$ cat src/design/nelj_pkg.sv
// Package for nested_edge_list_to_json: character codes, front-end phases,
// verdict codes and the command record passed from front end to back end.
// No dependencies.
`default_nettype none
package nelj_pkg;

	localparam int unsigned MAX_DEPTH_DEF = 15;
	localparam int unsigned CMD_BYTES     = 6;
	localparam int unsigned CQ_DEPTH      = 4;
	localparam int unsigned CQ_AW         = $clog2(CQ_DEPTH);

	localparam logic [7:0] CH_NUL    = 8'h00;
	localparam logic [7:0] CH_QUOTE  = 8'h22;
	localparam logic [7:0] CH_LPAR   = 8'h28;
	localparam logic [7:0] CH_RPAR   = 8'h29;
	localparam logic [7:0] CH_COMMA  = 8'h2C;
	localparam logic [7:0] CH_COLON  = 8'h3A;
	localparam logic [7:0] CH_USCORE = 8'h5F;
	localparam logic [7:0] CH_LBRACE = 8'h7B;
	localparam logic [7:0] CH_PIPE   = 8'h7C;
	localparam logic [7:0] CH_RBRACE = 8'h7D;

	typedef enum logic [2:0] {
		PH_START,
		PH_EXPECT,
		PH_KEY,
		PH_AFTER,
		PH_SKIP
	} ph_t;

	typedef enum logic [1:0] {
		ST_RUN = 2'd0,
		ST_ACC = 2'd1,
		ST_REJ = 2'd2
	} st_t;

	// n bytes to emit; fin marks the final byte as closing with that verdict
	typedef struct packed {
		logic [2:0]                  n;
		logic [CMD_BYTES-1:0][7:0]   b;
		st_t                         fin;
	} cmd_t;

	localparam cmd_t CMD_NONE = '{n: 3'd0, b: '0, fin: ST_RUN};

	function automatic cmd_t cmd_add(cmd_t c, logic [7:0] ch);
		cmd_t r;
		r = c;
		r.b[r.n] = ch;
		r.n = r.n + 3'd1;
		return r;
	endfunction

	function automatic logic is_alpha(logic [7:0] c);
		return (c >= 8'h41 && c <= 8'h5A) || (c >= 8'h61 && c <= 8'h7A) || c == CH_USCORE;
	endfunction

	function automatic logic is_digit(logic [7:0] c);
		return c >= 8'h30 && c <= 8'h39;
	endfunction

endpackage
`default_nettype wire

$ cat src/design/nested_edge_list_to_json.sv
// Top level of nested_edge_list_to_json: front end, command queue, back end.
// Uses nelj_pkg, nelj_front, nelj_cmdq, nelj_back.
//
//  channel  | handshake        | fields
//  ---------+------------------+--------------------------
//  input    | push / full      | char_code
//  result   | empty / pop      | out_char, last, status
//
// One character is taken per cycle while the command queue has room.
// Each character turns into 0 to 6 output bytes; the back end sends one byte
// per cycle while pop keeps up, so the sustained rate is set by the output byte
// count, with four queued commands of slack.
// Reset is asynchronous: start of string, depth zero, queue and output empty.
// A pop held low stalls the back end; full rises only once the queue fills.
`default_nettype none
module nested_edge_list_to_json import nelj_pkg::*; #(
	parameter int unsigned MAX_DEPTH = MAX_DEPTH_DEF
) (
	input  wire logic       clk,
	input  wire logic       arst_n,
	input  wire logic       push,
	output logic            full,
	input  wire logic [7:0] char_code,
	output logic            empty,
	input  wire logic       pop,
	output logic [7:0]      out_char,
	output logic            last,
	output logic [1:0]      status
);

	logic cq_full, enq, deq, head_v;
	cmd_t enq_data, head;

	nelj_front #(
		.MAX_DEPTH (MAX_DEPTH)
	) u_front (
		.clk       (clk),
		.arst_n    (arst_n),
		.push      (push),
		.char_code (char_code),
		.cq_full   (cq_full),
		.full      (full),
		.enq       (enq),
		.enq_data  (enq_data)
	);

	nelj_cmdq u_cmdq (
		.clk      (clk),
		.arst_n   (arst_n),
		.enq      (enq),
		.enq_data (enq_data),
		.deq      (deq),
		.full     (cq_full),
		.head_v   (head_v),
		.head     (head)
	);

	nelj_back u_back (
		.clk      (clk),
		.arst_n   (arst_n),
		.head_v   (head_v),
		.head     (head),
		.deq      (deq),
		.empty    (empty),
		.pop      (pop),
		.out_char (out_char),
		.last     (last),
		.status   (status)
	);

endmodule
`default_nettype wire

$ cat src/design/nelj_front.sv
// Front end: takes one character a cycle while the queue has room, runs the parse
// state and depth counter, and emits at most one command record per character. Uses nelj_pkg.
`default_nettype none
module nelj_front import nelj_pkg::*; #(
	parameter int unsigned MAX_DEPTH = MAX_DEPTH_DEF,
	parameter int unsigned DW        = $clog2(MAX_DEPTH + 1)
) (
	input  wire logic       clk,
	input  wire logic       arst_n,
	input  wire logic       push,
	input  wire logic [7:0] char_code,
	input  wire logic       cq_full,
	output logic            full,
	output logic            enq,
	output cmd_t            enq_data
);

	ph_t           phase_q, ph_d;
	logic [DW-1:0] depth_q, dp_d;
	logic          acc;
	logic          c_alpha, c_alnum, c_sep, c_nul, c_lpar, c_rpar, at_max, dp_zero;
	ph_t           fin_ph;
	cmd_t          cmd;

	assign full    = cq_full;
	assign acc     = push && !cq_full;
	assign enq     = acc && (cmd.n != 3'd0);
	assign enq_data = cmd;

	assign c_alpha = is_alpha(char_code);
	assign c_alnum = c_alpha || is_digit(char_code);
	assign c_sep   = (char_code == CH_COMMA) || (char_code == CH_PIPE);
	assign c_nul   = (char_code == CH_NUL);
	assign c_lpar  = (char_code == CH_LPAR);
	assign c_rpar  = (char_code == CH_RPAR);
	assign at_max  = depth_q >= DW'(MAX_DEPTH);
	assign dp_zero = (depth_q == '0);
	assign fin_ph  = c_nul ? PH_START : PH_SKIP;

	// next state
	always_comb begin
		ph_d = phase_q;
		dp_d = depth_q;
		unique case (phase_q)
			PH_START, PH_EXPECT: begin
				if (c_alpha) begin
					ph_d = PH_KEY;
					if (phase_q == PH_START) dp_d = '0;
				end else begin
					ph_d = fin_ph;
					dp_d = '0;
				end
			end
			PH_KEY, PH_AFTER: begin
				if (phase_q == PH_KEY && c_alnum) begin
					ph_d = PH_KEY;
				end else if (phase_q == PH_KEY && c_lpar) begin
					if (at_max) begin
						ph_d = fin_ph;
						dp_d = '0;
					end else begin
						ph_d = PH_EXPECT;
						dp_d = depth_q + 1'b1;
					end
				end else if (c_sep) begin
					ph_d = PH_EXPECT;
				end else if (!dp_zero && c_rpar) begin
					ph_d = PH_AFTER;
					dp_d = depth_q - 1'b1;
				end else begin
					ph_d = fin_ph;
					dp_d = '0;
				end
			end
			PH_SKIP: begin
				if (c_nul) begin
					ph_d = PH_START;
					dp_d = '0;
				end
			end
			default: begin
				ph_d = PH_START;
				dp_d = '0;
			end
		endcase
	end

	// bytes to emit
	always_comb begin
		cmd = CMD_NONE;
		unique case (phase_q)
			PH_START, PH_EXPECT: begin
				if (phase_q == PH_START) begin
					cmd = cmd_add(cmd, CH_LBRACE);
					cmd = cmd_add(cmd, CH_QUOTE);
				end
				if (c_alpha) begin
					cmd = cmd_add(cmd, char_code);
				end else begin
					cmd = cmd_add(cmd, CH_RBRACE);
					cmd.fin = ST_REJ;
				end
			end
			PH_KEY, PH_AFTER: begin
				if (phase_q == PH_KEY && c_alnum) begin
					cmd = cmd_add(cmd, char_code);
				end else begin
					if (phase_q == PH_KEY) begin
						cmd = cmd_add(cmd, CH_QUOTE);
						cmd = cmd_add(cmd, CH_COLON);
					end
					if (phase_q == PH_KEY && c_lpar) begin
						if (at_max) begin
							cmd = cmd_add(cmd, CH_RBRACE);
							cmd.fin = ST_REJ;
						end else begin
							cmd = cmd_add(cmd, CH_LBRACE);
							cmd = cmd_add(cmd, CH_QUOTE);
						end
					end else begin
						if (phase_q == PH_KEY) begin
							cmd = cmd_add(cmd, CH_LBRACE);
							cmd = cmd_add(cmd, CH_RBRACE);
						end
						if (c_sep) begin
							cmd = cmd_add(cmd, CH_COMMA);
							cmd = cmd_add(cmd, CH_QUOTE);
						end else begin
							cmd = cmd_add(cmd, CH_RBRACE);
							if (dp_zero) cmd.fin = ST_ACC;
							else if (!c_rpar) cmd.fin = ST_REJ;
						end
					end
				end
			end
			PH_SKIP: cmd = CMD_NONE;
			default: cmd = CMD_NONE;
		endcase
	end

	always_ff @(posedge clk or negedge arst_n) begin
		if (!arst_n) begin
			phase_q <= PH_START;
			depth_q <= '0;
		end else if (acc) begin
			phase_q <= ph_d;
			depth_q <= dp_d;
		end
	end

	a_depth_bound: assert property (@(posedge clk) disable iff (!arst_n)
		depth_q <= DW'(MAX_DEPTH)) else $error("depth beyond limit");
	a_skip_flat: assert property (@(posedge clk) disable iff (!arst_n)
		(phase_q == PH_SKIP || phase_q == PH_START) |-> dp_zero)
		else $error("depth left open after verdict");
	a_verdict_skip: assert property (@(posedge clk) disable iff (!arst_n)
		(enq && enq_data.fin != ST_RUN) |=> (phase_q == PH_SKIP || phase_q == PH_START))
		else $error("verdict without leaving the list");

endmodule
`default_nettype wire

$ cat src/design/nelj_cmdq.sv
// Short command queue between front end and back end.
// Register-based, one write and one read a cycle. Uses nelj_pkg.
`default_nettype none
module nelj_cmdq import nelj_pkg::*; (
	input  wire logic clk,
	input  wire logic arst_n,
	input  wire logic enq,
	input  wire cmd_t enq_data,
	input  wire logic deq,
	output logic      full,
	output logic      head_v,
	output cmd_t      head
);

	cmd_t             ent_q [CQ_DEPTH];
	logic [CQ_AW-1:0] wp_q, rp_q;
	logic [CQ_AW:0]   cnt_q;

	assign full   = (cnt_q == (CQ_AW+1)'(CQ_DEPTH));
	assign head_v = (cnt_q != '0);
	assign head   = ent_q[rp_q];

	always_ff @(posedge clk) begin
		if (enq) ent_q[wp_q] <= enq_data;
	end

	always_ff @(posedge clk or negedge arst_n) begin
		if (!arst_n) begin
			wp_q  <= '0;
			rp_q  <= '0;
			cnt_q <= '0;
		end else begin
			if (enq) wp_q <= wp_q + 1'b1;
			if (deq) rp_q <= rp_q + 1'b1;
			cnt_q <= cnt_q + (CQ_AW+1)'(enq) - (CQ_AW+1)'(deq);
		end
	end

	a_no_overrun: assert property (@(posedge clk) disable iff (!arst_n)
		full |-> !enq) else $error("write into full queue");
	a_no_underrun: assert property (@(posedge clk) disable iff (!arst_n)
		!head_v |-> !deq) else $error("read from empty queue");
	a_ptr_gap: assert property (@(posedge clk) disable iff (!arst_n)
		(cnt_q != '0 && cnt_q != (CQ_AW+1)'(CQ_DEPTH)) |-> (wp_q != rp_q))
		else $error("pointers disagree with count");

endmodule
`default_nettype wire

$ cat src/design/nelj_back.sv
// Back end: expands the head command into single bytes in the output register,
// one per cycle while that register is empty or being popped. Uses nelj_pkg.
`default_nettype none
module nelj_back import nelj_pkg::*; (
	input  wire logic  clk,
	input  wire logic  arst_n,
	input  wire logic  head_v,
	input  wire cmd_t  head,
	output logic       deq,
	output logic       empty,
	input  wire logic  pop,
	output logic [7:0] out_char,
	output logic       last,
	output logic [1:0] status
);

	logic [2:0] idx_q;
	logic       out_v_q;
	logic       load, fin_byte;
	logic [7:0] char_q;
	logic       last_q;
	st_t        st_q;

	assign load     = head_v && (!out_v_q || pop);
	assign fin_byte = (idx_q == head.n - 3'd1);
	assign deq      = load && fin_byte;
	assign empty    = !out_v_q;
	assign out_char = char_q;
	assign last     = last_q;
	assign status   = st_q;

	always_ff @(posedge clk) begin
		if (load) begin
			char_q <= head.b[idx_q];
			last_q <= fin_byte && (head.fin != ST_RUN);
			st_q   <= fin_byte ? head.fin : ST_RUN;
		end
	end

	always_ff @(posedge clk or negedge arst_n) begin
		if (!arst_n) begin
			idx_q   <= '0;
			out_v_q <= 1'b0;
		end else begin
			if (load) idx_q <= fin_byte ? 3'd0 : idx_q + 3'd1;
			if (load) out_v_q <= 1'b1;
			else if (pop) out_v_q <= 1'b0;
		end
	end

	a_mid_cmd_held: assert property (@(posedge clk) disable iff (!arst_n)
		(idx_q != 3'd0) |-> head_v) else $error("command lost mid expansion");
	a_idx_in_cmd: assert property (@(posedge clk) disable iff (!arst_n)
		head_v |-> (idx_q < head.n)) else $error("byte index past command");
	a_verdict_last: assert property (@(posedge clk) disable iff (!arst_n)
		(out_v_q && st_q != ST_RUN) |-> last_q) else $error("verdict off the last byte");

endmodule
`default_nettype wire
$ cat config.mk
export PLATFORM = sky130hd
export DESIGN_NAME = nested_edge_list_to_json
export DESIGN_NICKNAME = d
export VERILOG_FILES = /design/src/design/nelj_pkg.sv /design/src/design/nested_edge_list_to_json.sv /design/src/design/nelj_front.sv /design/src/design/nelj_cmdq.sv /design/src/design/nelj_back.sv
export SDC_FILE = /design/constraint.sdc
export NUM_CORES = 1
export LEC_CHECK = 0
export ABC_AREA = 1
export BUFFER_PORTS_ARGS = -buffer_cell sky130_fd_sc_hd__buf_4
export CAP_MARGIN = 5
export CORE_MARGIN = 8
export CORE_UTILIZATION = 40
export CTS_BUF_LIST = sky130_fd_sc_hd__clkbuf_4
export CTS_CLUSTER_SIZE = 20
export DETAILED_ROUTE_END_ITERATION = 10
export MAX_ROUTING_LAYER = met4
export PLACE_DENSITY = 0.53
export SYNTH_ARGS = -nofsm -noshare
export SYNTH_HDL_FRONTEND = slang
export SYNTH_SLANG_ARGS = --single-unit
$ cat constraint.sdc
create_clock -name clk -period 3.81 [get_ports clk]
set_input_delay 0.381 -clock clk [delete_from_list [all_inputs] [get_ports clk]]
set_output_delay 0.381 -clock clk [all_outputs]
set_load 0.005 [all_outputs]
Yosys cells after proc, flatten, opt, wreduce, memory -nomap -nowiden. Memory sizes are Yosys's and may differ from the RTL's. Cells that the tools add are included.

Mux-type cells: 53. Bitwise gates (word level): 24. Reduce and logical (&&, ||, !) cells: 35. Equal/unequal tests: 15. $lt $le $gt $ge: 18. $add $sub $neg: 13.

Operators with widths (count): two-way mux 53 bit (11); OR 36 bit (5); demux 8 bit (select 3 bit) (5); case mux 53 bit (2 select lines) (1); two-way mux 52 bit (2); AND 36 bit (2); NOT 36 bit (2); AND 12 bit (5); NOT 12 bit (5); two-way mux 50 bit (1); bitwise mux 48 bit (1); two-way mux 8 bit (6); two-way mux 4 bit (8); AND 30 bit (1); NOT 30 bit (1); two-way mux 3 bit (9); binary-select mux 8 bit (select 3 bit) (1); equality test 8 x 6 -> 1 bit (second input constant) (3); less-than comparator 3 x 4 -> 1 bit (second input constant) (6); OR 12 bit (2); adder 3 x 1 -> 3 bit (second input constant) (6); OR 18 bit (1); equality test 8 x 7 -> 1 bit (second input constant) (2); greater-or-equal comparator 8 x 7 -> 1 bit (second input constant) (2); 33 further kinds (70).

Memory bits (writable): 212. Memories: 1. Input port bits: 12. Register bits: 29.

Memories: u_cmdq.ent_q (depth 4, width 53, rd ports 1, clocked after Yosys merged registers in 0, wr ports 1, RTL line nelj_cmdq.sv:15) `cmd_t ent_q [CQ_DEPTH];`.

Logic depth before layout (Yosys ltp). Gate-level depths: netlist of the first run.

Word-level depth: 34. Mapped depth: 16. Gate-level depth less buffers: 15.

Hierarchy. A second synthesis of the first run with hierarchy kept.

Cells, all modules: 1277. Area, all modules: 11890.2 um^2.

By module, submodules not included: nelj_cmdq (sequential area each 6541.3 um^2, times used 1, cells an instance 876, area each 9305.2 um^2); nelj_front (sequential area each 175.2 um^2, times used 1, cells an instance 245, area each 1443.9 um^2); nelj_back (sequential area each 430.4 um^2, times used 1, cells an instance 156, area each 1141.1 um^2).

Worst setup path after synthesis of the first run. No wires, ideal clock.

Path type: register to register. Start point: register u_cmdq.rp_q[0]. End point: register u_cmdq.cnt_q[2]. Data required time: 3681 ps. Cell stages (with the launch flop): 16. Data arrival time: 3001 ps. Period minus slack after synthesis: 3130 ps. Path buffers: 3. Slack: 680 ps. Cells stage by stage: dfrtp_1 buf_2 clkbuf_1 buf_2 nand2_1 a32o_1 ha_1 xnor2_1 nor3_1 nand3_1 inv_1 ha_1 inv_1 ha_1 fa_1 xor2_1.

Longest elaborated chain between the ends: 5.

RTL lines: start: declaration (RTL line nelj_cmdq.sv:16) `logic [CQ_AW-1:0] wp_q, rp_q;`; start signal: assignment (RTL line nelj_cmdq.sv:34) `if (deq) rp_q <= rp_q + 1'b1;`; memory read (4 x 53 bit); subtractor 3 x 1 -> 3 bit (RTL line nelj_back.sv:25) `assign fin_byte = (idx_q == head.n - 3'd1);`; equality test 3 bit (RTL line nelj_back.sv:25); logical AND 1 bit (RTL line nelj_back.sv:26) `assign deq = load && fin_byte;`; named net deq (RTL line nested_edge_list_to_json.sv:31) `logic cq_full, enq, deq, head_v;`; subtractor 3 x 1 -> 3 bit (RTL line nelj_cmdq.sv:35) `cnt_q <= cnt_q + (CQ_AW+1)'(enq) - (CQ_AW+1)'(deq);`; end signal: assignment (RTL line nelj_cmdq.sv:35); end: declaration (RTL line nelj_cmdq.sv:17) `logic [CQ_AW:0] cnt_q;`.

The timed path passes the listed nets, and every way through them passes these cells. A chain may end at the register's enable or synchronous reset.

Worst setup path after layout of the first run. Ends and elaborated chain as after synthesis.

==> results of run 1 <==
==> cell type report <==
type                       count  area share
timing repair buffer          36      0.0386
clock inverter                 9     0.00868
inverter                      54      0.0287
antenna                        1    0.000354
sequential                   137       0.570
clock buffer                  22      0.0234
multi-input combinational    403       0.292
tap                          216      0.0383
==> layer usage <==
layer	wire [µm]	up-vias	global-route usage
met5	0	-	-
met4	233	0	0.0554
met3	759	22	0.0382
met2	7070	123	0.250
met1	6620	2153	0.190
li1	-	2204	-
==> through the flow <==
step,setup slack [ns],area [µm²]
floorplan,0.680,6390
global placement,0.712,6830
detailed placement,0.590,6830
CTS,0.570,7060
global route,0.355,7060
finish,0.565,7060
==> synthesized netlist by cell type <==
library cell  instances  area, µm²
a21boi_0              4       30.0
a21oi_1              13       65.1
a31oi_1               1       6.26
a32o_1                1       10.0
buf_1                 1       3.75
buf_2                11       55.1
buf_4                 1       7.51
clkbuf_1             12       45.0
conb_1                1       3.75
dfrtp_1              18        450
edfxtp_1            119       3570
fa_1                  1       20.0
ha_1                 12        150
inv_1                49        184
inv_2                 5       18.8
nand2_1             105        394
nand2_2               3       18.8
nand2_4               4       45.0
nand3_1              35        175
nand3_2               1       10.0
nand3_4               1       17.5
nand4_1               8       50.1
nor2_1               85        319
nor2_2                3       18.8
nor2_8                1       20.0
nor3_1                6       30.0
o2111ai_1             1       8.76
o211ai_1              3       22.5
o21ai_0              72        360
o221ai_1              4       35.0
o22ai_1              20        125
o31ai_1               2       15.0
xnor2_1               3       26.3
xor2_1                6       52.6
==> kinds of logic after synthesis <==
logic type | after synthesis | share of synthesized area
buf+inv | 79 | 0.0493
flops | 137 | 0.632
other cells | 1 | 0.000589
xor+xnor | 9 | 0.0124
fa+ha+maj | 13 | 0.0267
simple gates | 252 | 0.173
compound gates | 121 | 0.107
==> critical path, cell delays in order (launching register included) <==
cell and delay (ns):
dfrtp_1 0.44, inv_1 0.17, buf_4 0.27, nand2_1 0.07
nand3_1 0.09, nand2_1 0.08, ha_1 0.31, xnor2_1 0.13
nor3_1 0.25, nand3_1 0.22, inv_1 0.16, ha_1 0.13
inv_1 0.04, ha_1 0.20, fa_1 0.40, xor2_1 0.17
==> worst paths after layout <==
| check | depth (start not counted) | endpoint | startpoint | slack (ns) |
|---|---|---|---|---|
| min | 4 | u_back.out_v_q | pop | 0.09 |
| min reg2reg | 2 | u_cmdq.wp_q[0] | u_cmdq.wp_q[0] | 0.55 |
| max in group asynchronous | 2 | u_back.idx_q[2] | arst_n | 3.36 |
| min in group asynchronous | 2 | u_front.depth_q[3] | arst_n | 0.23 |
| max | 15 | u_cmdq.cnt_q[2] | u_cmdq.rp_q[0] | 0.57 |
| max reg2reg | 15 | u_cmdq.cnt_q[2] | u_cmdq.rp_q[0] | 0.57 |
==> where the power goes <==
part           internal (mW)  switching, mW
Combinational          0.698           1.58
Sequential              2.30          0.160
Clock                  0.340          0.473
==> state kept, by name, indices dropped and copies added, names as in the netlist <==
register,count
u_cmdq.cnt_q,3
u_back.last,1
u_front.depth_q,4
u_back.idx_q,3
u_cmdq.wp_q,2
u_back.out_char,8
u_front.phase_q,3
u_cmdq.rp_q,2
u_cmdq.ent_q,108
u_back.status,2
u_back.out_v_q,1
==> results.ini, run 1 <==
[drt]
dr.pass1.iters=5
wirelength_mm=14.7
avgRoutedWirePerCell_um=16.7
viasPerCell=5.13
drc=0
drtIter0Drc=334
via_count=4502
ant_nets=0

[cts]
ctsHoldBuffers=1
clk_latency_ns=0.54
clkSinkCount=137
clk_pin_slew_ns=0.10
htreeDepth=4
post_cts_buffers=0
cts_max_path_buffers=2
clk_root_buffer_cell=clkbuf_4
tritoncts=done
cts_resized=0
numCtsBuffers=17

[timing]
rsz0062_at_grt=false
hold_viol_final=0
post-route-min-period_ns=3.24
final-setup-viol-count=0
fmax_mhz=308
tns_ns=0
period_share=0.852
worst_pin_slew_ns=0.636
whs_ns=0.0924
slew_viol_final=0
max-slew-margin-rel=0.576
fin_skew_ns=0.0172

[setup_path]
required_ns=4.23
worstSetupStartpointType=flop
path_class=reg -> reg
crit_fanout=21
end_kind=flop
crit_arrival_ns=3.67

[synth]
synth.cell_area_um2=6370
synth_seq_area_share=0.632
syn-instance-count=612
synth-seq-cells=137
yosysWarnings=0
synth_cell_types=34
syn_area_per_cell_um2=10.4

[place]
hpwl_mm=9.77
portBuffers=24
placed_cells=845
gp_congestion=0.853

[final_layout]
post-route-util=0.450
regArea_um2=4020
fillers=1472
final_cells=878
layout_commonest_cell=edfxtp_1
final_cell_mix=edfxtp_1 (119), nand2_1 (105), nor2_1 (81)
drive_gt1_frac=0.123
area_delta_synth_final_pct=10.9
final_nets=674
multi_input_area_um2=2070

[floorplanning]
io_pins=25
die_w_um=142
core_area_um2=15700
start_util=0.405
num_rows=46
die-area_um2=20200
die_height_um=142

[global_routing]
grt_pass1_vias=4339
grt_usage=0.156
antenna_found_initial=1
grt_pass1_wl_mm=23.3
grt_max_degree=52
overflow=0

[power_and_ir_drop]
p_total_mw=5.55
peakVddDrop_mv=0.272
leakage_nw=2.80
p_per_area_nw_per_um2=786

[worst_hold_path]
hold_path_class=in -> reg

[outcome]
status=completed

[flow_run]
cap_viol_max_count=0

No activity file was read; power rests on OpenSTA's default activity.
==> run 2, diff against run 1 <==
- CORE_ASPECT_RATIO: not set -> 0.6
==> run 2 against run 1 <==
Compared with the run above: critical path type unchanged; largest cell class unchanged; first-iteration DRC count grew 21%; final cell count shrank 1.7%; sequential share of layout area shrank 0.21 points; register-to-register slack gained 0.17 ns; global-route usage grew 0.58 points; final area grew 0.37%.
==> results.ini, run 2 (synthesis gave the netlist of run 1 again) <==
[outcome]
status=completed

[floorplanning]
num_rows=35
die_w_um=179
die-area_um2=20300
start_util=0.412
core_area_um2=15500
die_height_um=114
io_pins=25

[global_routing]
antenna_found_initial=0
grt_max_degree=53
overflow=0
grt_pass1_wl_mm=24.7
grt_pass1_vias=4480
grt_usage=0.162

[setup_path]
reg2regPathDepth=13
cp_slowest_stage_delay_ns=0.48
rr_endpoint=u_cmdq.cnt_q[2]
reg2reg_from=u_cmdq.rp_q[0]
path_class=reg -> reg
crit_arrival_ns=3.46
crit_fanout=52
worstSetupStartpointType=flop
required_ns=4.20
crit_chain=inv_1 -> buf_4 -> nand2_1 -> nand3_1 -> nand2_1 -> xor2_1 -> nand3_1 -> inv_1 -> ha_1 -> inv_1 -> ha_1 -> fa_1 -> xor2_1
slowest_stage=buf_4
cp_common_cell=inv_1
end_kind=flop
reg2reg_slack_ns=0.74

[cts]
clk_root_buffer_cell=clkbuf_4
post_cts_buffers=0
clk_pin_slew_ns=0.13
cts_max_path_buffers=2
numCtsBuffers=17
tritoncts=done
clkSinkCount=137
clk_latency_ns=0.51
htreeDepth=4

[final_layout]
final_nets=672
drive_gt1_frac=0.132
largest_reg_flops=108
area_delta_synth_final_pct=11.4
layout_commonest_cell=edfxtp_1
post-route-util=0.459
diodes=0
final_cell_mix=edfxtp_1 (119), nand2_1 (105), nor2_1 (81)
final_cells=863
fin_area_um2=7090
top_register=u_cmdq.ent_q

[timing]
slew_viol_final=0
fmax_mhz=325
final-setup-viol-count=0
fin_ws_ns=0.736
max-slew-margin-rel=0.519
rsz0062_at_grt=false
period_share=0.807
worst_pin_slew_ns=0.720
post-route-min-period_ns=3.07
tns_ns=0
hold_viol_final=0
fin_skew_ns=0.0306

[drt]
dr.pass1.iters=5
via_count=4505
drtIter0Drc=405
avgRoutedWirePerCell_um=17.7
drc=0
ant_nets=0
wirelength_mm=15.2
viasPerCell=5.22

[place]
portBuffers=24
gp_congestion=0.917
hpwl_mm=10.1
dpl_cell_area_um2=6790
preCtsSetupSlack_ns=0.767
placed_cells=830

[power_and_ir_drop]
leakage_nw=2.81
pwr-share-clk=0.166
pwr-share-comb=0.402
p_per_area_nw_per_um2=808
power.switching_mw=2.39
p_int_mw=3.34
peakVddDrop_mv=0.416
seqPwrFrac=0.432
switching_share=0.418

[worst_hold_path]
worstHoldEndpoint=u_back.out_v_q
hold_path_class=in -> reg
hold_depth=4
min_from=pop

[flow_run]
cap_viol_max_count=0

-- run 2: worst max-delay path by stage --
stage                           end  slack, ns                from  cells after the start
floorplan           u_cmdq.cnt_q[2]       0.68      u_cmdq.rp_q[0]                     15
global route        u_cmdq.cnt_q[2]       0.53      u_cmdq.rp_q[0]                     13
global placement    u_cmdq.cnt_q[2]       0.88  u_front.depth_q[0]                     15
finish              u_cmdq.cnt_q[2]       0.74      u_cmdq.rp_q[0]                     13
detailed placement  u_cmdq.cnt_q[2]       0.77      u_cmdq.rp_q[0]                     13
CTS                 u_cmdq.cnt_q[2]       0.73      u_cmdq.rp_q[0]                     13
-- run 2: per-layer routing --
metal | wire, µm | global-route usage | vias up
met1 | 7530 | 0.238 | 2151
met2 | 6510 | 0.227 | 147
met5 | 0 | - | -
li1 | - | - | 2200
met4 | 77 | 0.0263 | 0
met3 | 1120 | 0.0393 | 7
-- run 2: power by group through the flow --
| stage | registers (mW) | clock network, mW | logic (mW) |
|---|---|---|---|
| 6_report | 2.47 | 0.953 | 2.30 |
| 3_5_place_dp | 2.51 | 0 | 2.30 |
| 3_3_place_gp | 2.50 | 0 | 2.26 |
| 5_1_grt | 2.52 | 1.05 | 2.60 |
| 4_1_cts | 2.47 | 0.981 | 2.32 |
| 2_1_floorplan | 2.45 | 0 | 1.54 |
-- run 2: repair_timing --
| action | in CTS | in global routing |
|---|---|---|
| endpoints found under the setup margin | 0 | 0 |
| hold buffers | 1 | 0 |
| endpoints found under the hold margin | 18 | 0 |
| resized for setup | 0 | 0 |
-- run 2: final cells by class --
class                      instances  area [µm²]
fill                            1469        8370
tap                              203         254
multi-input combinational        403        2070
timing repair buffer              34         258
inverter                          54         203
sequential                       137        4020
clock buffer                      17         128
clock inverter                    15         159
-- run 2: worst max-delay path, delay by kind of cell (launching register included) --
kind	cells	cell delay [ns]
xor gates and xnor gates	2	0.34
DFF	1	0.45
buffers and inverters	4	0.79
adders and majority gates	3	0.90
and+or+nand+nor	4	0.47
-- run 2: per-stage QoR --
step	power (mW)	hold WS [ns]
floorplan	3.99	0.0854
global route	6.17	0.0670
detailed placement	4.81	0.278
CTS	5.77	0.0784
finish	5.73	0.115
global placement	4.76	0.274
==> run 3, diff against run 2 <==
- ABC_AREA: 1 -> 0
- clock period: 3.81 -> 3.2 ns (I/O delays scaled with it)
==> run 3 against run 2 <==
Compared with the run above: sequential power is 11% higher; final cell count is 20% lower; sequential share of layout area fell by 0.89 points; utilization is 1.0 points higher; die area is 0.96% lower; highest routed layer unchanged; first-iteration DRC count decreased by 18%; largest cell class unchanged; worst hold slack gained 0.088 ns; non-clock buffer count grew 16.
==> results.ini, run 3 <==
[worst_hold_path]
hold_path_class=in -> async

[flow_run]
cap_viol_max_count=0

[timing]
post-route-min-period_ns=2.96
max-slew-margin-rel=0.557
whs_ns=0.204
fin_skew_ns=0.0198
tns_ns=0
period_share=0.924
final-setup-viol-count=0
hold_viol_final=0
slew_viol_final=0
rsz0062_at_grt=false
fin_ws_ns=0.244
fmax_mhz=338
worst_pin_slew_ns=0.663

[power_and_ir_drop]
peakVddDrop_mv=0.490
pwr-share-comb=0.362
pwr-share-clk=0.202
switching_share=0.332
p_int_mw=4.20
p_total_mw=6.30
leakage_nw=2.63
power.switching_mw=2.09
p_per_area_nw_per_um2=874
seqPwrFrac=0.436

[floorplanning]
die_height_um=113
die-area_um2=20100
core_area_um2=15400
start_util=0.410
die_w_um=178
num_rows=35
io_pins=25

[place]
gp_congestion=0.889
placed_cells=660
dpl_cell_area_um2=6860
preCtsSetupSlack_ns=0.234
portBuffers=24
hpwl_mm=9.64

[global_routing]
grt_usage=0.147
grt_pass1_vias=3789
grt_max_degree=28
grt_pass1_wl_mm=21.7
overflow=0
antenna_found_initial=0

[drt]
drtIter0Drc=331
avgRoutedWirePerCell_um=19.6
dr.pass1.iters=6
drc=0
viasPerCell=5.41
ant_nets=0
via_count=3756
wirelength_mm=13.6

[synth]
synth_cell_types=63
synth_edf_count=119
synth_top_area_cell=edfxtp_1
synth_top_family_by_area=multiplexers
ys.flop_type=edfxtp_1
yosys.area_share.simple=0.0854
synth-seq-cells=137
syn_area_per_cell_um2=15.0
synthTopCellsByArea=edfxtp_1 (57%), mux4_2 (10%), dfrtp_1 (7.2%)
synth_xor_area_frac=0.0139
synth_compound_area_frac=0.0898
synth_adder_area_share=0.0270
yosys.area.top_type_share=0.567
yosysMostFrequentCell=edfxtp_1
synth_seq_area_share=0.639
syn-instance-count=421
synth.cell_area_um2=6300
netlist_top_cells_count=edfxtp_1 (119), mux4_2 (29), nand2_1 (25)
synthMuxAreaShare=0.117
yosysWarnings=0
async_flop_share=0.131

[final_layout]
area_delta_synth_final_pct=14.4
fillers=1341
drive_gt1_frac=0.248
final_cell_mix=edfxtp_1 (119), buf_4 (48), mux4_2 (29)
diodes=0
largest_reg_flops=108
fin_area_um2=7210
post-route-util=0.469
final_nets=503
layout_commonest_cell=edfxtp_1
final_cells=694
top_register=u_cmdq.ent_q

[cts]
clkSinkCount=137
htreeDepth=4
tritoncts=done
cts_max_path_buffers=2
clk_root_buffer_cell=clkbuf_4
numCtsBuffers=17
clk_pin_slew_ns=0.13
clk_latency_ns=0.51
cts_resized=0

[setup_path]
required_ns=3.61
path_class=reg -> reg
reg2regPathDepth=12
rr_endpoint=u_cmdq.cnt_q[2]
cp_slowest_stage_delay_ns=0.54
crit_arrival_ns=3.37
crit_fanout=5
slowest_stage=mux4_2
end_kind=flop
reg2reg_slack_ns=0.24
reg2reg_from=u_cmdq.rp_q[0]
cp_common_cell=ha_1
worstSetupStartpointType=flop
crit_chain=mux4_2 -> inv_1 -> ha_1 -> xor2_1 -> xnor2_1 -> nand3_1 -> nor2_1 -> ha_1 -> inv_1 -> ha_1 -> fa_1 -> xnor2_1

[outcome]
status=completed

==> run 3: worst max-delay path by stage <==
stage                         from         endpoint  slack [ns]  depth (start not counted)
floorplan           u_cmdq.rp_q[0]  u_cmdq.cnt_q[2]        0.01                         14
global placement      char_code[4]  u_cmdq.cnt_q[2]        0.35                         12
detailed placement  u_cmdq.rp_q[0]  u_cmdq.cnt_q[2]        0.23                         12
CTS                 u_cmdq.rp_q[0]  u_cmdq.cnt_q[2]        0.22                         12
global route        u_cmdq.rp_q[0]  u_cmdq.cnt_q[2]        0.04                         12
finish              u_cmdq.rp_q[0]  u_cmdq.cnt_q[2]        0.24                         12
==> run 3: logic make-up after synthesis <==
logic type / count (synthesis)
DFF: 137
and+or+nand+nor: 102
AOI/OAI and AO/OA: 78
buffers and inverters: 43
muxes: 37
adders and majority gates: 13
xor gates and xnor gates: 10
other: 1
==> run 3: final cells by class <==
cell class | instances | area (µm²) | area share
sequential | 137 | 4030 | 0.559
multi-input combinational | 248 | 2130 | 0.295
clock inverter | 15 | 200 | 0.0278
inverter | 24 | 90.1 | 0.0125
timing repair buffer | 50 | 380 | 0.0528
tap | 203 | 254 | 0.0352
clock buffer | 17 | 128 | 0.0177
==> run 3: power groups by stage <==
stage	registers, mW	clock network [mW]	logic, mW
finish	2.75	1.27	2.28
global route	2.79	1.38	2.53
CTS	2.75	1.31	2.32
detailed placement	2.80	0	2.31
global placement	2.78	0	2.28
floorplan	2.71	0	1.56
==> run 3: what timing repair did <==
item / 4_1_cts / 5_1_grt
endpoints found under the setup margin: 0 / 0
endpoints found under the hold margin: 19 / 0
hold buffers: 2 / 0
buffers inserted: 0 / 0
==> run 3: worst max-delay path: cells and delay by family, from the launching register on <==
kind                       cells  cell delay [ns]
adders and majority gates      4             0.95
DFF                            1             0.46
buffers and inverters          2             0.11
xor gates and xnor gates       3             0.44
muxes                          1             0.54
and+or+nand+nor                2             0.37
==> run 3: layer usage <==
metal  vias to the layer above  track usage  part of all wire
met5                         -            -                 0
met1                      1882        0.219              0.52
met4                         0       0.0404            0.0075
met3                        12       0.0406             0.062
li1                       1747            -                 -
met2                       115        0.191              0.41
